`src/rtl/aesk_pkg.sv`:
```
`default_nettype none
package aesk_pkg;

   localparam int NumRounds = 10;
   localparam int KeyIdxLow = 0;
   localparam int KeyIdxHigh = 1;

   typedef logic [127:0] block_type;

   // Control that travels with each block down the row of round cells.
   typedef struct packed {
      logic valid;
      logic last;
   } tag_type;

   function automatic logic [7:0] sbox(input logic [7:0] a);
      logic [7:0] t [256];
      t = '{
         8'h63,8'h7c,8'h77,8'h7b,8'hf2,8'h6b,8'h6f,8'hc5,8'h30,8'h01,8'h67,8'h2b,8'hfe,8'hd7,8'hab,8'h76,
         8'hca,8'h82,8'hc9,8'h7d,8'hfa,8'h59,8'h47,8'hf0,8'had,8'hd4,8'ha2,8'haf,8'h9c,8'ha4,8'h72,8'hc0,
         8'hb7,8'hfd,8'h93,8'h26,8'h36,8'h3f,8'hf7,8'hcc,8'h34,8'ha5,8'he5,8'hf1,8'h71,8'hd8,8'h31,8'h15,
         8'h04,8'hc7,8'h23,8'hc3,8'h18,8'h96,8'h05,8'h9a,8'h07,8'h12,8'h80,8'he2,8'heb,8'h27,8'hb2,8'h75,
         8'h09,8'h83,8'h2c,8'h1a,8'h1b,8'h6e,8'h5a,8'ha0,8'h52,8'h3b,8'hd6,8'hb3,8'h29,8'he3,8'h2f,8'h84,
         8'h53,8'hd1,8'h00,8'hed,8'h20,8'hfc,8'hb1,8'h5b,8'h6a,8'hcb,8'hbe,8'h39,8'h4a,8'h4c,8'h58,8'hcf,
         8'hd0,8'hef,8'haa,8'hfb,8'h43,8'h4d,8'h33,8'h85,8'h45,8'hf9,8'h02,8'h7f,8'h50,8'h3c,8'h9f,8'ha8,
         8'h51,8'ha3,8'h40,8'h8f,8'h92,8'h9d,8'h38,8'hf5,8'hbc,8'hb6,8'hda,8'h21,8'h10,8'hff,8'hf3,8'hd2,
         8'hcd,8'h0c,8'h13,8'hec,8'h5f,8'h97,8'h44,8'h17,8'hc4,8'ha7,8'h7e,8'h3d,8'h64,8'h5d,8'h19,8'h73,
         8'h60,8'h81,8'h4f,8'hdc,8'h22,8'h2a,8'h90,8'h88,8'h46,8'hee,8'hb8,8'h14,8'hde,8'h5e,8'h0b,8'hdb,
         8'he0,8'h32,8'h3a,8'h0a,8'h49,8'h06,8'h24,8'h5c,8'hc2,8'hd3,8'hac,8'h62,8'h91,8'h95,8'he4,8'h79,
         8'he7,8'hc8,8'h37,8'h6d,8'h8d,8'hd5,8'h4e,8'ha9,8'h6c,8'h56,8'hf4,8'hea,8'h65,8'h7a,8'hae,8'h08,
         8'hba,8'h78,8'h25,8'h2e,8'h1c,8'ha6,8'hb4,8'hc6,8'he8,8'hdd,8'h74,8'h1f,8'h4b,8'hbd,8'h8b,8'h8a,
         8'h70,8'h3e,8'hb5,8'h66,8'h48,8'h03,8'hf6,8'h0e,8'h61,8'h35,8'h57,8'hb9,8'h86,8'hc1,8'h1d,8'h9e,
         8'he1,8'hf8,8'h98,8'h11,8'h69,8'hd9,8'h8e,8'h94,8'h9b,8'h1e,8'h87,8'he9,8'hce,8'h55,8'h28,8'hdf,
         8'h8c,8'ha1,8'h89,8'h0d,8'hbf,8'he6,8'h42,8'h68,8'h41,8'h99,8'h2d,8'h0f,8'hb0,8'h54,8'hbb,8'h16};
      return t[a];
   endfunction

   function automatic logic [7:0] xtime(input logic [7:0] a);
      return {a[6:0], 1'b0} ^ (a[7] ? 8'h1b : 8'h00);
   endfunction

   function automatic logic [7:0] rcon(input logic [3:0] r);
      logic [7:0] v;
      unique case (r)
         4'd1: v = 8'h01;
         4'd2: v = 8'h02;
         4'd3: v = 8'h04;
         4'd4: v = 8'h08;
         4'd5: v = 8'h10;
         4'd6: v = 8'h20;
         4'd7: v = 8'h40;
         4'd8: v = 8'h80;
         4'd9: v = 8'h1b;
         4'd10: v = 8'h36;
         default: v = 8'h00;
      endcase
      return v;
   endfunction

endpackage
`default_nettype wire

```
`src/rtl/aesk_round_cell.sv`:
```
`default_nettype none
// One AES round as a pipeline cell; the final cell skips MixColumns.
module aesk_round_cell #(
   parameter bit Final = 1'b0
) (
   input  wire  logic                 clock,
   input  wire  logic                 reset,
   input  wire  logic                 advance,
   input  wire  aesk_pkg::block_type  state_i,
   input  wire  aesk_pkg::tag_type    tag_i,
   input  wire  aesk_pkg::block_type  round_key,
   output       aesk_pkg::block_type  state_o,
   output       aesk_pkg::tag_type    tag_o
);
   import aesk_pkg::*;

   block_type state_ff, state_in;
   tag_type   tag_ff;
   logic [7:0] s [16];
   logic [7:0] m [16];

   always_comb begin
      // SubBytes and ShiftRows.
      for (int c = 0; c < 4; c++) begin
         for (int r = 0; r < 4; r++) begin
            s[r + 4 * c] = sbox(state_i[8 * (r + 4 * ((c + r) % 4)) +: 8]);
         end
      end
      // MixColumns.
      for (int c = 0; c < 4; c++) begin
         m[4*c]   = s[4*c]   ^ s[4*c] ^ s[4*c+1] ^ s[4*c+2] ^ s[4*c+3]
                    ^ xtime(s[4*c] ^ s[4*c+1]);
         m[4*c+1] = s[4*c+1] ^ s[4*c] ^ s[4*c+1] ^ s[4*c+2] ^ s[4*c+3]
                    ^ xtime(s[4*c+1] ^ s[4*c+2]);
         m[4*c+2] = s[4*c+2] ^ s[4*c] ^ s[4*c+1] ^ s[4*c+2] ^ s[4*c+3]
                    ^ xtime(s[4*c+2] ^ s[4*c+3]);
         m[4*c+3] = s[4*c+3] ^ s[4*c] ^ s[4*c+1] ^ s[4*c+2] ^ s[4*c+3]
                    ^ xtime(s[4*c+3] ^ s[4*c]);
      end
      for (int i = 0; i < 16; i++) begin
         state_in[8*i +: 8] = (Final ? s[i] : m[i]) ^ round_key[8*i +: 8];
      end
   end

   always_ff @(posedge clock) begin
      if (reset) begin
         tag_ff <= '0;
      end else if (advance) begin
         tag_ff <= tag_i;
      end
      if (advance) begin
         state_ff <= state_in;
      end
   end

   assign state_o = state_ff;
   assign tag_o   = tag_ff;
endmodule
`default_nettype wire

```
`config.mk`:
```
export PLATFORM = sky130hd
export DESIGN_NAME = aesk_round_cell
export DESIGN_NICKNAME = d
export VERILOG_FILES = /design/src/rtl/aesk_pkg.sv /design/src/rtl/aesk_round_cell.sv
export SDC_FILE = /design/constraint.sdc
export NUM_CORES = 2
export LEC_CHECK = 0
export BUFFER_PORTS_ARGS = -buffer_cell sky130_fd_sc_hd__buf_2
export CAP_MARGIN = 25
export CORE_UTILIZATION = 25
export CTS_CLUSTER_DIAMETER = 40
export CTS_CLUSTER_SIZE = 8
export DETAILED_ROUTE_END_ITERATION = 8
export GPL_ROUTABILITY_DRIVEN = 0
export PLACE_DENSITY_LB_ADDON = 0.2
export RECOVER_POWER = 50
export SETUP_SLACK_MARGIN = 0.4
export SLEW_MARGIN = 5
export SYNTH_ARGS = -nofsm -noshare
export SYNTH_HDL_FRONTEND = slang
export SYNTH_SLANG_ARGS = --single-unit
```
`constraint.sdc`:
```
create_clock -name clock -period 5.62 [get_ports clock]
set_input_delay 0.562 -clock clock [delete_from_list [all_inputs] [get_ports clock]]
set_output_delay 0.562 -clock clock [all_outputs]
set_load 0.01 [all_outputs]
```
==> metrics.md <==
| Metric | Value |
|---|---|
| Total wirelength of the detailed-routed design | `328000 um` |
| Sequential Area | `0.00388 mm2` |
| Worst Tran Pin Value | `1.25 ns` |
| Commonest register cell after synthesis | `sky130_fd_sc_hd__edfxtp_1` |
| Arrival time at the worst endpoint | `4.76 ns` |
| Ranking of synthesized cells by instance count | `sky130_fd_sc_hd__o21ai_0 (773), sky130_fd_sc_hd__a21oi_1 (765), sky130_fd_sc_hd__nand2_1 (703), sky130_fd_sc_hd__nor2_1 (672), sky130_fd_sc_hd__clkbuf_1 (532)` |
| CTS tree | `yes` |
| Final Instance Count excl. Fillers | `12.2k` |
| Proportion of register bits with asynchronous set or reset after synthesis | `0` |
| Remaining antenna violation count after routing | `0` |
| Rows | `183` |
| Cts repair resizes | `0` |
| Run status | `complete, but fails checks` |
| 1st-iter DRT viols | `15.3k` |
| Max-slew violation total from the final report | `0` |
| Post-Syn Instances | `9231` |
| Clk_lat worst skew | `0.51 ns` |
| Final Net Count | `9341` |
| Aggregate negative setup slack | `0 ns` |
| Violated checks | `design-rule violations` |
| Average instance area after synthesis | `6.81 um2` |
| Clock period minus worst slack | `4.52 ns` |
| Pin count of the biggest net entering global routing | `149` |
| Global-route congestion overflow total | `0` |
| Design area | `0.0666 mm2` |
| DRC violation count after routing | `25` |
| Post-place instance area | `0.0662 mm2` |
| Path type of the worst setup path | `input port to flip-flop` |
| Crit start category | `input port` |
| Number of hold-repair buffers added at the cts stage | `0` |
| Share of the yosys chip area belonging to registers | `0.0618` |
| Worst setup skew after layout | `0 ns` |
| Setup repair after global routing missed its margin | `false` |
| Inserted Clock Buffers | `17` |
| Deepest clock path buffer count | `2` |
| Syn_nets | `9744` |
| Slew margin rel. | `0.165` |
| Count of final setup violators | `0` |
| Area growth from synthesis to final layout | `5.97%` |
| Type of destination of the critical path | `flip-flop` |
| Root buf cell | `sky130_fd_sc_hd__clkbuf_16` |
| Iteration count of the initial detailed-routing pass | `9` |
| HPWL reported at the end of detailed placement | `234000 um` |
| Vias per cell | `6.53` |
| Buffer count from post-CTS setup fixing | `0` |
| MaxCap Viol Count | `0` |
| Filler cell count | `27.7k` |
| Share of the cycle needed by the critical path after routing | `0.804` |
| Chip height | `503 um` |
| Post-placement cell count | `12.1k` |
| Top-level I/O count | `391` |
| Die area | `0.253 mm2` |
| PD cells | `179 mW/mm2` |
| Via count of the first global-routing pass | `71.6k` |
| Count of flip-flops with a built-in enable after synthesis | `128` |
| Count of final hold-check violations | `0` |
| Global-route wire length before repair | `482000 um` |
| Worst hold path type | `input port to flip-flop` |
| Highest fanout seen on the critical path | `22` |
| Clock slew at reported path FFs | `0.08 ns` |
| Initial antenna violation count | `24` |
| Area fraction of the dominant cell type after synthesis | `0.0615` |
| Most frequently used cell type in the post-synthesis netlist | `sky130_fd_sc_hd__o21ai_0` |
| X dimension of the die | `503 um` |
| Data required time of the critical path | `5.86 ns` |
| Static leakage | `22.8 nW` |
| Depth of the CTS H-tree | `4` |
| Core region area | `0.249 mm2` |
| Aggregate global-route resource usage | `0.242` |
| Via count | `79.6k` |
| PortBufs | `390` |
| Number of sinks driven by the clock tree | `130` |
| Multi-input combinational cell area | `0.0533 mm2` |
| Warning count from the yosys run | `0` |
| Starting density of the core | `0.252` |
| Highest Clock Rate | `221 MHz` |
| Number of distinct library cell variants in the gate-level netlist after synthesis | `117` |
| Peak ir drop on the vdd network | `195 uV` |
| Per-cell routed wire length | `26.9 um` |
| Register bit total from synthesis | `130` |
| Fraction of final layout cells with drive strength greater than 1 | `0.109` |
| Total chip power | `0.0119 W` |
| Post-synthesis instance area | `0.0629 mm2` |
| Post-synth top area cell | `sky130_fd_sc_hd__o21ai_0` |
| Top area cells in the synthesized netlist | `sky130_fd_sc_hd__o21ai_0 (6.2%), sky130_fd_sc_hd__edfxtp_1 (6.1%), sky130_fd_sc_hd__a21oi_1 (6.1%)` |
| End-of-flow core utilization | `0.267` |
## worst max-delay path: stages
cell,delay [ns]
sky130_fd_sc_hd__buf_2,0.37
sky130_fd_sc_hd__clkinv_1,0.17
sky130_fd_sc_hd__ha_1,0.73
sky130_fd_sc_hd__inv_1,0.11
sky130_fd_sc_hd__nor2_1,0.65
sky130_fd_sc_hd__o31ai_1,0.22
sky130_fd_sc_hd__mux4_2,0.49
sky130_fd_sc_hd__mux2i_1,0.14
sky130_fd_sc_hd__o2bb2ai_1,0.15
sky130_fd_sc_hd__xor2_1,0.60
sky130_fd_sc_hd__xnor2_1,0.36
sky130_fd_sc_hd__xnor2_1,0.21
## stage by stage
step / setup WS (ns) / hold WS [ns]
6_report: 1.10 / 0.209
5_1_grt: 0.966 / 0.183
4_1_cts: 1.23 / 0.157
3_5_place_dp: 0.653 / 0.485
3_3_place_gp: 0.674 / 0.468
2_1_floorplan: 1.44 / 0.528
## worst paths after layout
check,start,endpoint,slack (ns),cells past startpoint
max,state_i[8],state_o[113],1.10,12
min,reset,tag_o[1],0.21,2
max reg2reg,tag_o[0],tag_o[0],5.03,2
min reg2reg,tag_o[1],tag_o[1],0.50,2
## sequential cells by signal, summed over array words and instances, names as in the netlist
signal	count
state_o	128
tag_o	2
## cell families (layout without fill, tap and decap cells)
kind of cell             after synthesis  after routing  synth area share
multiplexers                         268            268            0.0742
adder cells (fa/ha/maj)              252            252            0.0502
flip-flops                           130            130            0.0618
AO/OA/AOI/OAI                       3588           3588             0.388
AND/OR/NAND/NOR                     3135           3135             0.247
buffers and inverters               1267            877            0.0912
other                                  0              9                 0
XOR/XNOR                             591            591            0.0869
## cell usage in the layout, fill, tap and decap left out, drive strengths merged, types with 121 or more instances in the layout
cell    Yosys  final
o21ai     794    794
a21oi     768    768
nand2     703    703
nor2      680    680
buf       563    546
xnor2     412    412
nand3     351    351
nor3      334    334
nand2b    327    327
nor2b     258    258
ha        252    252
o211ai    239    239
a211oi    224    224
a31oi     217    217
o311ai    182    182
xor2      173    173
a311oi    171    171
mux4      154    154
clkbuf    534    148
inv       141    142
edfxtp    128    128
o31ai     121    121
## layer usage
layer | vias to the layer above | routed length, um | GRT usage
met2 | 6694 | 139000 | 0.363
met1 | 37700 | 132000 | 0.334
li1 | 34100 | - | -
met5 | - | 124 | 0.00152
met4 | 14 | 15300 | 0.0928
met3 | 1038 | 41100 | 0.0536
## cell type report
class                           count  area share
Multi-Input combinational cell   7834       0.799
Tap cell                         3330      0.0625
Timing Repair Buffer              675      0.0612
Sequential cell                   130      0.0583
Inverter                          170     0.00958
Clock buffer                       19     0.00665
Clock inverter                     13     0.00207
Antenna cell                        9    0.000338
## where the power goes
group	switching, W	leakage, nW	internal (W)
Clock	0.000556	0.267	0.000662
Sequential	0.000251	1.27	0.00179
Combinational	0.00546	21.2	0.00320
(Power assumes the default switching activity.)
